**src/rtl/hs_pkg.sv**
```systemverilog
// hs_pkg: shared types, constants and helpers for the hmac-sha1 engine
// no dependencies; imported by every module of the block
package hs_pkg;

  localparam int BLOCK_BYTES   = 64;
  localparam int KEY_WORDS     = 8;
  localparam int QUEUE_DEPTH_D = 4;
  localparam int ROUNDS        = 80;

  localparam logic [7:0]  IPAD_BYTE = 8'h36;
  localparam logic [7:0]  OPAD_BYTE = 8'h5C;
  localparam logic [31:0] OUTER_BITS = 32'((BLOCK_BYTES + 20) * 8);

  typedef logic [4:0][31:0]          hash_t;
  typedef logic [15:0][31:0]         block_t;
  typedef logic [KEY_WORDS-1:0][63:0] key_t;

  typedef struct packed {
    logic [7:0] data_byte;
    logic       has_byte;
    logic       is_last;
  } in_item_t;

  typedef struct packed {
    logic [31:0] digest_word;
    logic [2:0]  word_index;
    logic        last_word;
  } out_item_t;

  // request handed from front to back
  typedef struct packed {
    logic     valid;
    in_item_t item;
  } cmd_t;

  localparam hash_t SHA1_IV = {32'hC3D2E1F0, 32'h10325476, 32'h98BADCFE,
                               32'hEFCDAB89, 32'h67452301};

  function automatic block_t pad_block(input key_t key, input logic [7:0] pad);
    block_t b;
    for (int i = 0; i < KEY_WORDS; i++) begin
      b[2*i]   = key[i][63:32] ^ {4{pad}};
      b[2*i+1] = key[i][31:0]  ^ {4{pad}};
    end
    return b;
  endfunction

endpackage

```
**src/rtl/hs_front.sv**
```systemverilog
// hs_front: accepts input requests, drops idle ones, queues the rest
// depends on hs_pkg
module hs_front import hs_pkg::*; #(
  parameter int QUEUE_DEPTH = QUEUE_DEPTH_D
) (
  input  logic     clk,
  input  logic     rst,
  input  logic     in_valid,
  output logic     in_ready,
  input  in_item_t in_item,
  output cmd_t     cmd,
  input  logic     cmd_pop
);
  localparam int PW = (QUEUE_DEPTH > 1) ? $clog2(QUEUE_DEPTH) : 1;
  localparam int CW = $clog2(QUEUE_DEPTH + 1);

  in_item_t          mem [QUEUE_DEPTH];
  logic [PW-1:0]     wr_ptr, rd_ptr;
  logic [CW-1:0]     count;
  logic              push, pop;

  assign in_ready = (count != CW'(QUEUE_DEPTH));
  // idle requests carry nothing and are not queued
  assign push = in_valid && in_ready && (in_item.has_byte || in_item.is_last);
  assign pop  = cmd_pop && (count != '0);

  assign cmd.valid = (count != '0);
  assign cmd.item  = mem[rd_ptr];

  always_ff @(posedge clk) begin
    if (push) begin
      mem[wr_ptr] <= in_item;
    end
  end

  always_ff @(posedge clk) begin
    if (rst) begin
      wr_ptr <= '0;
      rd_ptr <= '0;
      count  <= '0;
    end else begin
      if (push) begin
        wr_ptr <= (wr_ptr == PW'(QUEUE_DEPTH - 1)) ? '0 : wr_ptr + 1'b1;
      end
      if (pop) begin
        rd_ptr <= (rd_ptr == PW'(QUEUE_DEPTH - 1)) ? '0 : rd_ptr + 1'b1;
      end
      if (push && !pop) begin
        count <= count + 1'b1;
      end else if (pop && !push) begin
        count <= count - 1'b1;
      end
    end
  end

endmodule

```
**config.mk**
```make
export PLATFORM = sky130hd
export DESIGN_NAME = hs_front
export DESIGN_NICKNAME = d
export VERILOG_FILES = /design/src/rtl/hs_pkg.sv /design/src/rtl/hs_front.sv
export SDC_FILE = /design/constraint.sdc
export NUM_CORES = 1
export LEC_CHECK = 0
export BUFFER_PORTS_ARGS = -buffer_cell sky130_fd_sc_hd__clkbuf_2
export CAP_MARGIN = 20
export CORE_ASPECT_RATIO = 1.2
export CORE_MARGIN = 2
export CORE_UTILIZATION = 45
export DETAILED_ROUTE_END_ITERATION = 8
export SKIP_CTS_REPAIR_TIMING = 1
export SYNTH_ARGS = -nofsm -noshare
export SYNTH_HDL_FRONTEND = slang
export SYNTH_SLANG_ARGS = --single-unit
export TNS_END_PERCENT = 50
```
**constraint.sdc**
```tcl
create_clock -name clk -period 2.6 [get_ports clk]
set_clock_uncertainty 0.2 [all_clocks]
set_input_delay 0.52 -clock clk [delete_from_list [all_inputs] [get_ports clk]]
set_output_delay 0.52 -clock clk [all_outputs]
set_load 0.02 [all_outputs]
```
-- Word-level counts from Yosys, hierarchy flattened
Memories as Yosys holds them, arrays and structs flattened. A register that Yosys moved wholly into a read port is not among the register bits.
Cells that the tools add are included.
- output and inout bits: 12
- word-level logic and storage cells: 29
- memories: 1
- ROM bits: 0
- bits in registers: 7
- bits in latches: 0
- bits in writable memories: 40
- input bits: 14
- shifts and indexed selects: 0
- $add $sub $neg: 4
- div/mod/pow operators: 0
- equal/unequal tests: 3
- $lt $le $gt $ge: 0
- mux-type cells: 8
- reduce and logical (&&, ||, !) cells: 10
- multipliers: 0
- bitwise operators: 0
- memory list (memory ; words ; bits a word ; rd ports ; clocked after Yosys merged registers in ; wr ports ; line ; text):
    mem ; 4 ; 10 ; 1 ; 1 ; 1 ; hs_front.sv:17 ; in_item_t mem [QUEUE_DEPTH];
- operators with widths (operator ; count):
    2-bit two-way mux ; 4
    3-bit two-way mux ; 2
    1-bit logical AND ; 5
    2-bit by 1-bit adder with 2-bit output, second input constant ; 2
    2-bit equality test, second input constant ; 2
    3-bit by 1-bit adder with 3-bit output, second input constant ; 1
    3-bit != test, second input constant ; 1
    3-bit nonzero test ; 1
    3-bit by 1-bit subtractor with 3-bit output, second input constant ; 1
    1-bit logical NOT ; 2
    1-bit two-way mux ; 2
    2-bit nonzero test ; 1
    1-bit logical OR ; 1

-- Logic depth before layout (Yosys ltp)
- word-level depth: 7
- mapped depth: 8
- depth with buffers taken out: 8

-- Worst setup path after synthesis
Ideal clock, no wire load.
- kind: input to register
- start point: input in_item[0] (netlist bit)
- end point: register count[2]
- arrival: 1.894 ns
- path buffers: 0
- setup slack: 0.436 ns
- cell stages on the path: 8
- data required time: 2.330 ns
- library setup time: 0.070 ns
- path through: o21ai_0 > nor2_1 > ha_1 > inv_1 > fa_1 > xor2_1 > or3_1 > a21oi_1
- word-level cells in the longest chain between the ends: 5
- elaborated cells on any way between the ends: 7
- those cells by class: mux (1); reduce/logical (6)
- ends and longest elaborated chain (item ; line ; text):
    start, declared ; hs_front.sv:10 ; input in_item_t in_item,
    1-bit logical OR (*) ; hs_front.sv:24 ; assign push = in_valid && in_ready && (in_item.has_byte || in_item.is_last);
    1-bit logical AND (*) ; hs_front.sv:24 ;
    named net push ; hs_front.sv:20 ; logic push, pop;
    1-bit logical NOT ; hs_front.sv:50 ; end else if (pop && !push) begin
    1-bit logical AND ; hs_front.sv:50 ;
    2-bit nonzero test (no source line) ; -- ;
    end signal, assigned ; hs_front.sv:49 ; count <= count + 1'b1;
    end signal, assigned ; hs_front.sv:51 ; count <= count - 1'b1;
    end, declared ; hs_front.sv:19 ; logic [CW-1:0] count;
The timed path passes the listed nets; every way through them passes the cells marked *.
A chain may end at the register's enable or synchronous reset.

-- Worst setup path after layout
- start point: register count[0]
- end point: register count[2]
- word-level cells in the longest chain between the ends: 6
- elaborated cells on any way between the ends: 14
- those cells by class: add/sub (2); eq/ne (1); mux (2); reduce/logical (9)
- ends and longest elaborated chain (item ; line ; text):
    3-bit != test (*) ; hs_front.sv:22 ; assign in_ready = (count != CW'(QUEUE_DEPTH));
    1-bit logical AND (*) (2 in a row) ; hs_front.sv:24 ;
    named net push ; hs_front.sv:20 ;
    1-bit logical NOT ; hs_front.sv:50 ;
    1-bit logical AND ; hs_front.sv:50 ;
    2-bit nonzero test (no source line) ; -- ;
The timed path passes the listed nets; every way through them passes the cells marked *. The select of a mux whose other input is x is not followed.

==> results.md <==
- Vias in the first global route: 976
- YS warnings: 0
- Final setup vio count: 0
- Antenna cell count: 0
- Clk buf depth: 2
- Endpoints failing hold: 0
- Pwr per Cell Area: 928 nW/um^2
- Register area share after synthesis: 71.5%
- GR Overflow Total: 0
- H-tree levels: 2
- Final core occ: 53.1%
- Area Overhead vs Synth: 15.3%
- Setup CP Type: reg -> reg
- R2r worst-path depth: 8
- Crit path required time: 2620 ps
- Global-route wire length before repair: 4.73 mm
- Status: finished clean
- Share of cells above drive strength 1: 35.3%
- Worst reg2reg setup slack: 300 ps
- Routed WL per cell: 15.4 um
- CTS tree: built
- Drt total wl: 2.90 mm
- Fmax: 435 MHz
- Crit path from: count[0]$_SDFFE_PP0P_
- Die H: 75.8 um
- Type of origin of the critical path: flip-flop
- DP HPWL: 2.05 mm
- Core area: 4200 um^2
- # clock sinks: 49
- WHS Endpoint: mem[3][7]$_DFFE_PP_
- Syn Nets: 123
- Tmin final: 2300 ps
- Worst Path Arrival: 2320 ps
- #FFs+latches synth: 49
- Buffers on Ports: 25
- Clock latency on the worst-skew pair: 290 ps
- Area of the multi-input gates: 519 um^2
- GP Congestion: 0.690
- Largest net degree at the start of global routing: 16
- Placement Rows: 26
- Io pins: 26
- FF+latch area: 1380 um^2
- Starting DRT DRC Count: 63
- Relative slew margins: 64.2%
- Hold WC Path Type: in -> reg
- Syn avg cell area: 18.9 um^2
- Routed Antenna Nets: 0
- Antenna violations before repair: 0
- Initial core utilization: 46.0%
- Max IR drop VDD: 0.587 mV
- Hold Startpoint: in_item[7]
- RSZ-0062 raised after global routing: no
- Origin of the critical flop-to-flop path: count[0]$_SDFFE_PP0P_
- Final Max Slew Viols: 0
- Filler Cells Inserted: 359
- Die ar.: 4840 um^2
- Post-synthesis cell area: 1930 um^2
- Post-route DRC: 0
- Via density per instance: 5.14
- Root buf cell: clkbuf_8
- Die W: 63.8 um
- Setup TNS: 0 ps
- Hold path depth: 1
- Yosys cell types: 25
- Drt pass-1 iters: 7
- R2R Path End: count[2]$_SDFFE_PP0P_
- Leakage: 0.804 nW
- Synth Instances: 102
- Cts bufs inserted: 5
- Worst setup EP type: flip-flop
- Crit-path max FO: 5
- Clock-pin transition on the worst setup and hold timing paths: 80 ps
- Maxcap violations: 0
- Nets@finish: 153
- Worst-margin pin slew: 537 ps
- Tcrit/Tclk final: 88.4%
- GRT Overall Usage: 13.9%
- Vias: 972
worst max-delay path, stage by stage (launching register included):
cell and delay, ps:
dfxtp_1 500, nor3b_2 110, nor2_1 160, ha_1 200, inv_1 60, fa_1 370
xor2_1 160, or3_1 300, a21oi_1 160
worst max path at each step:
stage                            end  slack, ps  cells past startpoint
2_1_floorplan  count[2]$_SDFFE_PP0P_        440                      8
4_1_cts        count[2]$_SDFFE_PP0P_        280                      8
3_5_place_dp   count[2]$_SDFFE_PP0P_        120                      9
3_3_place_gp   count[2]$_SDFFE_PP0P_        220                      9
5_1_grt        count[2]$_SDFFE_PP0P_        140                      8
6_report       count[2]$_SDFFE_PP0P_        300                      8
where the power goes:
group | switching, mW | internal (mW)
sequential | 0.0700 | 0.936
combinational | 0.302 | 0.247
clock | 0.230 | 0.283
total | 0.602 | 1.47
cells in the final DEF, fill, tap and decap left out:
cell	synthesis	routed
edfxtp_1	40	40
clkbuf_2	1	25
mux4_2	10	10
dfxtp_1	9	9
ha_1	6	6
clkbuf_8	0	5
nor2_1	4	4
inv_1	4	4
and3_1	4	4
o21ai_0	3	3
xor2_1	2	2
nand3_1	2	2
or3_1	2	2
mux2i_1	2	2
a21oi_1	2	2
nor3b_2	1	1
o31ai_4	1	1
o21a_1	1	1
or3_2	1	1
nor3_1	1	1
o31ai_1	1	1
nand2_1	1	1
a21oi_2	1	1
fa_1	1	1
clkinvlp_4	0	1
bufinv_16	0	1
clkinv_1	0	1
buf_4	1	1
state kept, by name (all words and copies together) (netlist names), named ones only:
name,count
count,3
mem,40
rd_ptr,2
wr_ptr,2
per-layer routing:
layer	routed length [um]	track usage, %	up-vias
met4	40	7.25	0
met5	0	0	-
met2	1510	23.6	18
met3	72	3.99	4
met1	1280	16.4	489
li1	-	-	461
through the flow:
step                total power, mW  cell area, um^2  hold WS (ps)  cells  worst slack, ps
floorplan                      1.43             1930           268    102              436
CTS                            2.09             2230           229    189              278
global placement               1.57             2120           276    181              217
global route                   2.18             2230           234    189              140
finish                         2.07             2230           239    189              302
detailed placement             1.59             2120           304    181              119
cells in the mapped netlist:
master | instances | share of area (%)
a21oi_1 | 2 | 0.52
a21oi_2 | 1 | 0.45
and3_1 | 4 | 1.3
buf_4 | 1 | 0.39
clkbuf_1 | 1 | 0.19
clkbuf_2 | 1 | 0.26
dfxtp_1 | 9 | 9.3
edfxtp_1 | 40 | 62
fa_1 | 1 | 1.0
ha_1 | 6 | 3.9
inv_1 | 4 | 0.78
mux2i_1 | 2 | 1.0
mux4_2 | 10 | 12
nand2_1 | 1 | 0.19
nand3_1 | 2 | 0.52
nor2_1 | 4 | 0.78
nor3_1 | 1 | 0.26
nor3b_2 | 1 | 0.65
o21a_1 | 1 | 0.39
o21ai_0 | 3 | 0.78
o31ai_1 | 1 | 0.39
o31ai_4 | 1 | 1.1
or3_1 | 2 | 0.65
or3_2 | 1 | 0.39
xor2_1 | 2 | 0.91
area by class of cell:
class / count / share of cell area (%)
clock buffers: 5 / 3.09
clock inverters: 3 / 1.85
inverters: 4 / 0.674
multi-input cells: 46 / 23.3
flip-flops and latches: 49 / 62.0
well taps: 56 / 3.14
repair buffers: 26 / 5.95
logic make-up (layout without fill, tap and decap cells):
| kind of cell | count (synthesis) | count (layout) | share of synthesized area [%] |
|---|---|---|---|
| DFF | 49 | 49 | 71.5 |
| and+or+nand+nor | 16 | 16 | 4.73 |
| muxes | 12 | 12 | 12.7 |
| AOI/OAI and AO/OA | 9 | 9 | 3.63 |
| adders and majority gates | 7 | 7 | 4.92 |
| buffers and inverters | 7 | 38 | 1.62 |
| xor gates and xnor gates | 2 | 2 | 0.907 |
No activity file was read; power rests on OpenSTA's default activity.
