<file path="config.mk">
export PLATFORM = sky130hd
export DESIGN_NAME = hs_back
export DESIGN_NICKNAME = d
export VERILOG_FILES = /design/src/rtl/hs_pkg.sv /design/src/rtl/hs_core.sv /design/src/rtl/hs_back.sv
export SDC_FILE = /design/constraint.sdc
export NUM_CORES = 2
export LEC_CHECK = 0
export BUFFER_PORTS_ARGS = -buffer_cell sky130_fd_sc_hd__clkbuf_2
export CORE_MARGIN = 1.5
export CORE_UTILIZATION = 25
export DETAILED_ROUTE_END_ITERATION = 8
export HOLD_SLACK_MARGIN = 0.1
export PLACE_DENSITY = 0.52
export SLEW_MARGIN = 25
export SYNTH_ARGS = -nofsm -noshare
export SYNTH_HDL_FRONTEND = slang
export SYNTH_SLANG_ARGS = --single-unit
</file>
<file path="constraint.sdc">
create_clock -name clk -period 19 [get_ports clk]
set_clock_uncertainty 0.15 [all_clocks]
set_input_delay 2.85 -clock clk [delete_from_list [all_inputs] [get_ports clk]]
set_output_delay 2.85 -clock clk [all_outputs]
set_load 0.01 [all_outputs]
</file>
<file path="src/rtl/hs_pkg.sv">
// hs_pkg: shared types, constants and helpers for the hmac-sha1 engine
// no dependencies; imported by every module of the block
package hs_pkg;

  localparam int BLOCK_BYTES   = 64;
  localparam int KEY_WORDS     = 8;
  localparam int QUEUE_DEPTH_D = 4;
  localparam int ROUNDS        = 80;

  localparam logic [7:0]  IPAD_BYTE = 8'h36;
  localparam logic [7:0]  OPAD_BYTE = 8'h5C;
  localparam logic [31:0] OUTER_BITS = 32'((BLOCK_BYTES + 20) * 8);

  typedef logic [4:0][31:0]          hash_t;
  typedef logic [15:0][31:0]         block_t;
  typedef logic [KEY_WORDS-1:0][63:0] key_t;

  typedef struct packed {
    logic [7:0] data_byte;
    logic       has_byte;
    logic       is_last;
  } in_item_t;

  typedef struct packed {
    logic [31:0] digest_word;
    logic [2:0]  word_index;
    logic        last_word;
  } out_item_t;

  // request handed from front to back
  typedef struct packed {
    logic     valid;
    in_item_t item;
  } cmd_t;

  localparam hash_t SHA1_IV = {32'hC3D2E1F0, 32'h10325476, 32'h98BADCFE,
                               32'hEFCDAB89, 32'h67452301};

  function automatic block_t pad_block(input key_t key, input logic [7:0] pad);
    block_t b;
    for (int i = 0; i < KEY_WORDS; i++) begin
      b[2*i]   = key[i][63:32] ^ {4{pad}};
      b[2*i+1] = key[i][31:0]  ^ {4{pad}};
    end
    return b;
  endfunction

endpackage

</file>
<file path="src/rtl/hs_core.sv">
// hs_core: sha-1 compression, one round per clock, 16-word schedule window
// depends on hs_pkg
module hs_core import hs_pkg::*; (
  input  logic   clk,
  input  logic   rst,
  input  logic   start,
  input  block_t blk,
  input  hash_t  h_in,
  output logic   done,
  output hash_t  h_out
);
  logic [31:0] a, b, c, d, e;
  logic [15:0][31:0] w;
  hash_t       h_save;
  logic [6:0]  rnd;
  logic        busy, fin;
  logic [31:0] f, k, t, w_new;

  always_comb begin
    if (rnd < 7'd20) begin
      f = (b & c) | (~b & d);
      k = 32'h5A827999;
    end else if (rnd < 7'd40) begin
      f = b ^ c ^ d;
      k = 32'h6ED9EBA1;
    end else if (rnd < 7'd60) begin
      f = (b & c) | (b & d) | (c & d);
      k = 32'h8F1BBCDC;
    end else begin
      f = b ^ c ^ d;
      k = 32'hCA62C1D6;
    end
    t = {a[26:0], a[31:27]} + f + e + k + w[0];
    w_new = w[13] ^ w[8] ^ w[2] ^ w[0];
    w_new = {w_new[30:0], w_new[31]};
  end

  always_ff @(posedge clk) begin
    if (start) begin
      {e, d, c, b, a} <= h_in;
      h_save <= h_in;
      w      <= blk;
    end else if (busy) begin
      a <= t;
      b <= a;
      c <= {b[1:0], b[31:2]};
      d <= c;
      e <= d;
      w <= {w_new, w[15:1]};
    end
    if (fin) begin
      h_out[0] <= h_save[0] + a;
      h_out[1] <= h_save[1] + b;
      h_out[2] <= h_save[2] + c;
      h_out[3] <= h_save[3] + d;
      h_out[4] <= h_save[4] + e;
    end
  end

  always_ff @(posedge clk) begin
    if (rst) begin
      busy <= 1'b0;
      fin  <= 1'b0;
      done <= 1'b0;
      rnd  <= '0;
    end else begin
      done <= fin;
      fin  <= 1'b0;
      if (start) begin
        busy <= 1'b1;
        rnd  <= '0;
      end else if (busy) begin
        rnd <= rnd + 1'b1;
        if (rnd == 7'(ROUNDS - 1)) begin
          busy <= 1'b0;
          fin  <= 1'b1;
        end
      end
    end
  end

endmodule

</file>
<file path="src/rtl/hs_back.sv">
// hs_back: message sequencer; buffers bytes, pads, runs inner and outer hashes
// depends on hs_pkg and hs_core
module hs_back import hs_pkg::*; (
  input  logic      clk,
  input  logic      rst,
  input  key_t      key,
  input  cmd_t      cmd,
  output logic      cmd_pop,
  output logic      out_valid,
  input  logic      out_ready,
  output out_item_t out_item
);
  localparam logic [3:0] S_IDLE = 4'd0, S_PROC = 4'd1, S_BCOMP = 4'd2,
                         S_PAD = 4'd3, S_PCOMP = 4'd4, S_LEN = 4'd5,
                         S_LCOMP = 4'd6, S_OCOMP = 4'd7, S_FCOMP = 4'd8,
                         S_WAIT = 4'd9, S_OUT = 4'd10, S_ICOMP = 4'd11;

  logic [3:0]  state, ret;
  in_item_t    cur;
  block_t      buffer;
  hash_t       chain, inner, res;
  logic [63:0] byte_count;
  logic        started;
  logic [5:0]  pad_pos;
  logic        pad_first;
  logic [2:0]  out_cnt;
  logic [63:0] bits;

  logic        core_start, core_done;
  block_t      core_blk, fin_blk;
  hash_t       core_h, core_out;

  logic        wr_en;
  logic [5:0]  wr_pos;
  logic [7:0]  wr_val;

  hs_core u_core (
    .clk(clk), .rst(rst), .start(core_start), .blk(core_blk),
    .h_in(core_h), .done(core_done), .h_out(core_out)
  );

  assign bits = {byte_count[60:0] + 61'd64, 3'b000};

  always_comb begin
    fin_blk     = '0;
    fin_blk[0]  = inner[0];
    fin_blk[1]  = inner[1];
    fin_blk[2]  = inner[2];
    fin_blk[3]  = inner[3];
    fin_blk[4]  = inner[4];
    fin_blk[5]  = 32'h80000000;
    fin_blk[15] = OUTER_BITS;
  end

  always_comb begin
    core_start = 1'b0;
    core_blk   = buffer;
    core_h     = chain;
    case (state)
      S_ICOMP: begin
        core_start = 1'b1;
        core_blk   = pad_block(key, IPAD_BYTE);
        core_h     = SHA1_IV;
      end
      S_BCOMP, S_PCOMP, S_LCOMP: core_start = 1'b1;
      S_OCOMP: begin
        core_start = 1'b1;
        core_blk   = pad_block(key, OPAD_BYTE);
        core_h     = SHA1_IV;
      end
      S_FCOMP: begin
        core_start = 1'b1;
        core_blk   = fin_blk;
      end
      default: ;
    endcase
  end

  always_comb begin
    wr_en  = 1'b0;
    wr_pos = byte_count[5:0];
    wr_val = cur.data_byte;
    if (state == S_PROC && cur.has_byte) begin
      wr_en = 1'b1;
    end else if (state == S_PAD) begin
      wr_en  = 1'b1;
      wr_pos = pad_pos;
      wr_val = pad_first ? 8'h80 : 8'h00;
    end
  end

  assign cmd_pop = (state == S_IDLE);

  // byte lane write; the first byte of a word clears the rest of it
  always_ff @(posedge clk) begin
    if (wr_en) begin
      case (wr_pos[1:0])
        2'd0: buffer[wr_pos[5:2]] <= {wr_val, 24'h0};
        2'd1: buffer[wr_pos[5:2]][23:16] <= wr_val;
        2'd2: buffer[wr_pos[5:2]][15:8]  <= wr_val;
        2'd3: buffer[wr_pos[5:2]][7:0]   <= wr_val;
        default: ;
      endcase
    end else if (state == S_LEN) begin
      buffer[14] <= bits[63:32];
      buffer[15] <= bits[31:0];
    end
  end

  always_ff @(posedge clk) begin
    if (state == S_IDLE && cmd.valid) begin
      cur <= cmd.item;
    end
  end

  always_ff @(posedge clk) begin
    if (rst) begin
      state      <= S_IDLE;
      ret        <= S_IDLE;
      started    <= 1'b0;
      byte_count <= '0;
      pad_pos    <= '0;
      pad_first  <= 1'b0;
      out_cnt    <= '0;
      chain      <= SHA1_IV;
    end else begin
      case (state)
        S_IDLE: begin
          if (cmd.valid) begin
            state <= started ? S_PROC : S_ICOMP;
          end
        end
        S_ICOMP: begin
          ret   <= S_ICOMP;
          state <= S_WAIT;
        end
        S_PROC: begin
          pad_first <= 1'b1;
          if (cur.has_byte) begin
            byte_count <= byte_count + 64'd1;
            pad_pos    <= byte_count[5:0] + 6'd1;
            if (byte_count[5:0] == 6'(BLOCK_BYTES - 1)) begin
              state <= S_BCOMP;
            end else begin
              state <= cur.is_last ? S_PAD : S_IDLE;
            end
          end else begin
            pad_pos <= byte_count[5:0];
            state   <= S_PAD;
          end
        end
        S_BCOMP: begin
          ret   <= S_BCOMP;
          state <= S_WAIT;
        end
        S_PAD: begin
          pad_first <= 1'b0;
          pad_pos   <= pad_pos + 6'd1;
          if (pad_pos == 6'(BLOCK_BYTES - 1)) begin
            state <= S_PCOMP;
          end else if (pad_pos == 6'(BLOCK_BYTES - 9)) begin
            state <= S_LEN;
          end
        end
        S_PCOMP: begin
          ret   <= S_PCOMP;
          state <= S_WAIT;
        end
        S_LEN:   state <= S_LCOMP;
        S_LCOMP: begin
          ret   <= S_LCOMP;
          state <= S_WAIT;
        end
        S_OCOMP: begin
          ret   <= S_OCOMP;
          state <= S_WAIT;
        end
        S_FCOMP: begin
          ret   <= S_FCOMP;
          state <= S_WAIT;
        end
        S_WAIT: begin
          if (core_done) begin
            chain <= core_out;
            case (ret)
              S_ICOMP: begin
                started    <= 1'b1;
                byte_count <= '0;
                state      <= S_PROC;
              end
              S_BCOMP: state <= cur.is_last ? S_PAD : S_IDLE;
              S_PCOMP: state <= S_PAD;
              S_LCOMP: begin
                inner <= core_out;
                state <= S_OCOMP;
              end
              S_OCOMP: state <= S_FCOMP;
              S_FCOMP: begin
                res     <= core_out;
                out_cnt <= '0;
                state   <= S_OUT;
              end
              default: state <= S_IDLE;
            endcase
          end
        end
        S_OUT: begin
          if (out_ready) begin
            out_cnt <= out_cnt + 3'd1;
            if (out_cnt == 3'd4) begin
              started    <= 1'b0;
              byte_count <= '0;
              chain      <= SHA1_IV;
              state      <= S_IDLE;
            end
          end
        end
        default: state <= S_IDLE;
      endcase
    end
  end

  assign out_valid            = (state == S_OUT);
  assign out_item.digest_word = res[out_cnt];
  assign out_item.word_index  = out_cnt;
  assign out_item.last_word   = (out_cnt == 3'd4);

  a_out_started: assert property (@(posedge clk) disable iff (rst)
    out_valid |-> started)
    else $error("digest shown without an open message");
  a_done_waits: assert property (@(posedge clk) disable iff (rst)
    core_done |-> state == S_WAIT)
    else $error("compression finished with nobody waiting");
  a_clear_after: assert property (@(posedge clk) disable iff (rst)
    (out_valid && out_ready && out_cnt == 3'd4) |=> (!started && byte_count == '0))
    else $error("message state not cleared after digest");

endmodule

</file>
# Word level (Yosys, flattened, before mapping)
# Index checks and enable logic that the tools add are counted.
[totals]
reg_bits = 2087
in_bits = 526
out_inout_bits = 38
word_cells = 283
[op_classes]
add_sub_neg = 15
magnitude_cmp = 6
eq_ne = 33
mux = 84
bitwise = 47
n_reduce_logical = 22
[op_table]
columns = ["op", "count"]
rows = [
  ["bitwise mux 512 bit", 4],
  ["case mux 512 bit (4 select lines)", 1],
  ["case mux 512 bit (3 select lines)", 1],
  ["2-to-1 mux 512 bit", 2],
  ["2-to-1 mux 160 bit", 4],
  ["2-to-1 mux 32 bit", 17],
  ["demux 32 bit (select 4 bit)", 4],
  ["NOT 16 bit", 32],
  ["2-to-1 mux 64 bit", 7],
  ["case mux 160 bit (2 select lines)", 1],
  ["adder 32 bit", 9],
  ["case mux 64 bit (3 select lines)", 1],
  ["bitwise XOR 32 bit", 5],
  ["bitwise AND 32 bit", 4],
  ["binary-select mux 32 bit (select 3 bit)", 1],
  ["OR 32 bit", 3],
  ["adder 64 x 1 -> 64 bit, second input constant", 1],
  ["adder 61 x 7 -> 61 bit, second input constant", 1],
  ["case mux 4 bit (6 select lines)", 2],
  ["2-to-1 mux 4 bit", 8],
  ["2-to-1 mux 8 bit", 4],
  ["NOT 32 bit", 1],
  ["2-to-1 mux 31 bit", 1],
  ["equality test 4 x 3 -> 1 bit, second input constant", 7],
  ["42 further kinds", 86],
]

# Longest topological paths before layout
[depth]
word_depth = 12
depth_mapped = 26
ltp_nobuf = 24

# Cells and area by module
# Synthesis repeated with hierarchy kept, for this count alone.
[unflattened]
cells_unflattened = 9037
hier_area_um2 = 106490.9
[by_module_without_submodules]
columns = ["mod", "instances", "cells_per_inst", "area_per_inst_um2", "seq_area_each_um2"]
rows = [
  ["hs_back", 1, 5352, 54559.8, 30088.9],
  ["hs_core", 1, 3685, 51931.1, 29988.8],
]

# Worst setup path before layout
# Ideal clock, no wire load.
[synth_timing]
path_kind = "register to register"
from = "reg state[1]"
to = "reg u_core.a[0], enable pin"
setup_ns = 1.163
t_arrival_ns = 16.712
required_time_ns = 17.687
slack_ns = 0.976
stages_incl_launch_ff = 9
path_buffers = 3
synth_period_minus_slack_ns = 18.024
path_cell_list = "dfxtp_1 -> buf_2 -> inv_1 -> nor2_1 -> o21ai_0 -> nand3_1 -> clkbuf_1 -> clkbuf_1 -> nand2b_1"
[synth_between]
elab_chain_len = 4
elab_cells_between_ends = 9
classes_between = "eq/ne: 6; mux: 1; reduce/logical: 2"
[synth_rtl]
columns = ["element", "line_no", "text"]
rows = [
  ["start, declared", "hs_back.sv:18", "logic [3:0] state, ret;"],
  ["start signal, assigned", "hs_back.sv:130", "state <= started ? S_PROC : S_ICOMP;"],
  ["start signal, assigned", "hs_back.sv:145", "state <= cur.is_last ? S_PAD : S_IDLE;"],
  ["start signal, assigned", "hs_back.sv:191", "S_BCOMP: state <= cur.is_last ? S_PAD : S_IDLE;"],
  ["equality test 4 x 3 -> 1 bit (tied with other cells)", "hs_back.sv:59", "case (state)"],
  ["OR reduction 6 bit (no line) (*)", "n/a", ""],
  ["2-to-1 mux 1 bit (*)", "hs_back.sv:59", ""],
  ["nonzero test 2 bit (no line) (*)", "n/a", ""],
  ["end signal, assigned", "hs_core.sv:40", "{e, d, c, b, a} <= h_in;"],
  ["end signal, assigned", "hs_core.sv:44", "a <= t;"],
  ["end, declared", "hs_core.sv:12", "logic [31:0] a, b, c, d, e;"],
]
# Mark *: on every way between the ends. The rest lies on a longest branch, timed or not.
# A chain may end at the register's enable or synchronous reset.

# Worst setup path after layout
[layout_timing]
from = "reg u_core.rnd[4]"
to = "reg u_core.a[31], data pin"
[layout_between]
elab_chain_len = 10
elab_cells_between_ends = 15
classes_between = "add/sub: 4; order compare: 3; mux: 8"
[layout_rtl]
columns = ["element", "line_no", "text"]
rows = [
  ["start, declared", "hs_core.sv:15", "logic [6:0] rnd;"],
  ["start signal, assigned", "hs_core.sv:73", "rnd <= rnd + 1'b1;"],
  ["less-than comparator 7 x 6 -> 1 bit", "hs_core.sv:26", "end else if (rnd < 7'd60) begin"],
  ["2-to-1 mux 32 bit", "hs_core.sv:26", ""],
  ["2-to-1 mux 32 bit", "hs_core.sv:23", "end else if (rnd < 7'd40) begin"],
  ["2-to-1 mux 32 bit", "hs_core.sv:20", "if (rnd < 7'd20) begin"],
  ["adder 32 bit (2 in series)", "hs_core.sv:33", "t = {a[26:0], a[31:27]} + f + e + k + w[0];"],
  ["adder 32 bit (*) (2 in series)", "hs_core.sv:33", ""],
  ["2-to-1 mux 32 bit (*)", "hs_core.sv:43", "end else if (busy) begin"],
  ["2-to-1 mux 32 bit (*)", "hs_core.sv:39", "if (start) begin"],
]
# Mark *: on every way between the ends. The rest lies on a longest branch, timed or not. The select of a mux whose other input is x is not followed.

==> impl_metrics.tcl <==
set metrics [dict create \
    hold_removal_path_class "reg -> reg" \
    yosys-top-cells-area "edfxtp_1 52%, dfxtp_1 4.7%, nor2_1 4.3%" \
    ffs_w_async_s_r_synth 0 \
    final_period_utilization 0.3865 \
    final_area_um2 122100 \
    syn_nets 10645 \
    cts.clk_slew.worst_paths_ps 60 \
    final.fill_count 43830 \
    synth_most_common_cell "edfxtp_1" \
    end_kind "register" \
    multi_input_gate_area_in_the_final_layout_um2 42530 \
    totalNegativeSetupSlack_ps 0 \
    data_required_critical_path_ps 19510 \
    die_height_um 652.9 \
    routed_wire_length_per_instance_um 30.43 \
    number_of_primary_i_o_pins 564 \
    cap_violations 0 \
    insertion_delay_ps 950 \
    clockBufferDepth 4 \
    start_kind "register" \
    initial_antenna_violation_count 80 \
    report.final.hold_viol_count 0 \
    synth.ff_latch_count 2084 \
    fp.coreArea_um2 420500 \
    pwr_density_cell_nw_per_um2 212.9 \
    path_max_fanout 35 \
    worstMarginPinSlew_ps 1228 \
    grt_usage 0.2174 \
    dieWidth_um 652.9 \
    ir_worst_vdd_mv 0.3716 \
    library_cell_occupying_the_most_area_in_the_post_synthesis_netlist "edfxtp_1" \
    area_growth_syn_to_layout_pct 15.64 \
    start_util 0.2512 \
    finalNetCount 10920 \
    grt_pass1_wl_um 653200 \
    cp_slowest_cell "a2111oi_0" \
    layout.area.seq_um2 60090 \
    critical-path-max-stage-delay_ps 650 \
    dr.pass1.iters 6 \
    slew_violations 0 \
    mappedNetlistArea_um2 105600 \
    synth.lib_cells_used.distinct 89 \
    cts_resized 0 \
    power.static_leakage_nw 42.36 \
    slew_headroom 0.1811 \
    cts_made_buffers 227 \
    vias 85473 \
    gp_routability_congestion 0.9600 \
    port-buffer-count 563 \
    grt_max_degree 162 \
    placedInstanceArea_um2 114700 \
    layout-drive-gt1-share 0.1227 \
    totalPowerFinal_mw 26.00 \
    setup_viol 0 \
    cp_num_buf_inv 6 \
    netlist.area_leader.share 0.5215 \
    cts_root_buffer_type "clkbuf_16" \
    ys_warn_count 0 \
    synth.avg_cell_area_um2 10.81 \
    cts.sink_count 2084 \
    arr_time_crit_path_ps 7860 \
    synth-edff-count 1834 \
    post_cts.repair.setup_buffers 0 \
    yosys_most_used_dff "edfxtp_1" \
    grt.overflow.total 0 \
    status "finished, final reports clean" \
    ff2ff_setup_slack_ps 11660 \
    detailedPlacementHpwl_um 353500 \
    htree_num_levels 4 \
    seq_area_frac_synth 0.5689 \
    remaining_drc_errors 0 \
    cts_hold_buf 0 \
    drt_first_iter_violations 11385 \
    grt_pass1_vias 78320 \
    post-route-min-period_ps 7343 \
    cts_tree "built" \
    max_freq_mhz 136.2 \
    synth_common_cells "1834 x edfxtp_1, 1205 x nor2_1, 948 x nand2_1, 724 x o21ai_0, 723 x a21oi_1" \
    die_area_um2 426300 \
    path_type_of_the_worst_setup_path "reg -> reg" \
    number_of_instances_in_the_synthesized_netlist 9769 \
    critical-path-top-delay-family "compound AO/OA/AOI/OAI gates" \
    detail_route.wirelength_um 484100 \
    whs_ps 291.2 \
    route.antenna.remaining_nets 0 \
    row_count 238 \
    grt_setup_unrepaired "false" \
    avgViaCountPerCell 5.372 \
]
[power by group]
group	total, mW	internal (mW)	switching, mW
Clock	4.48	2.52	1.97
Sequential	8.37	7.18	1.20
Combinational	13.1	4.52	8.63
[cells by family after synthesis]
| kind of cell | after synthesis | share of synthesized area |
|---|---|---|
| multiplexers | 299 | 0.02956 |
| buffers and inverters | 908 | 0.03254 |
| flip-flops | 2084 | 0.5689 |
| XOR/XNOR | 331 | 0.02745 |
| AO/OA/AOI/OAI | 2828 | 0.1697 |
| AND/OR/NAND/NOR | 2969 | 0.1216 |
| adder cells (fa/ha/maj) | 350 | 0.05028 |
[per-layer routing]
layer  vias to the layer above  GRT usage  wire (um)
met5                         -          0        144
li1                      36895          -          -
met2                      4757     0.3496     222700
met1                     42845     0.2694     183100
met4                        20     0.1480      38990
met3                       956    0.03283      39210
[state kept, by name, indices dropped and copies added, names as in the netlist, 61 cells and up]
| signal | cells |
|---|---|
| buffer | 512 |
| u_core.w | 512 |
| chain | 160 |
| fin_blk | 160 |
| res | 160 |
| u_core.h_out | 160 |
| u_core.h_save | 160 |
| byte_count | 61 |
[worst reg2reg max path, delay by kind of cell (launching register included)]
kind | cells | cell delay (ps)
buf+inv | 6 | 1000
flops | 1 | 380
compound gates | 9 | 2830
xor+xnor | 1 | 160
simple gates | 4 | 580
fa+ha+maj | 5 | 1970
[area by class of cell]
type,instances,area share
Sequential cell,2084,0.4920
Multi-Input combinational cell,6777,0.3482
Tap cell,5640,0.05778
Clock buffer,312,0.05102
Timing Repair Buffer,720,0.03473
Clock inverter,97,0.007910
Inverter,234,0.007336
Antenna cell,46,0.0009426
[metrics by stage]
step	util	setup WS [ps]	std cells
global route	0.2903	10940	15891
global placement	0.2727	11710	15448
finish	0.2904	11660	15910
detailed placement	0.2729	11740	15451
CTS	0.2900	11710	15860
floorplan	-	975.6	9769
[placed cells by master (no fill, tap or decap), drive strengths merged, types with 43 or more instances in the layout]
cell type / Yosys / layout
a221oi: 303 / 303
a21o: 63 / 63
clkinv: 1 / 68
o221ai: 45 / 45
ha: 226 / 226
o21ai: 759 / 759
a211oi: 46 / 46
nand3: 237 / 237
nor3: 147 / 147
and2: 98 / 98
dfxtp: 250 / 250
clkbuf: 592 / 876
inv: 233 / 242
nor2: 1206 / 1206
xor2: 126 / 126
a22o: 139 / 139
xnor2: 205 / 205
nand2: 949 / 949
a221o: 43 / 43
a21oi: 723 / 723
edfxtp: 1834 / 1834
a31oi: 189 / 189
mux2i: 196 / 196
nand2b: 122 / 122
fa: 124 / 124
nor2b: 59 / 59
buf: 82 / 156
o22ai: 217 / 217
o21bai: 97 / 97
mux2: 103 / 103
diode: 0 / 46
[path summary, 6_finish.rpt]
| kind | startpoint | to | depth (start not counted) |
|---|---|---|---|
| hold / removal | u_core.h_out[149] | res[149] | 0 |
| hold reg to reg | u_core.h_out[149] | res[149] | 0 |
| setup reg to reg | u_core.rnd[4] | u_core.a[31] | 25 |
| setup / recovery | u_core.rnd[4] | u_core.a[31] | 25 |
Power figures use the tool's default switching activity.
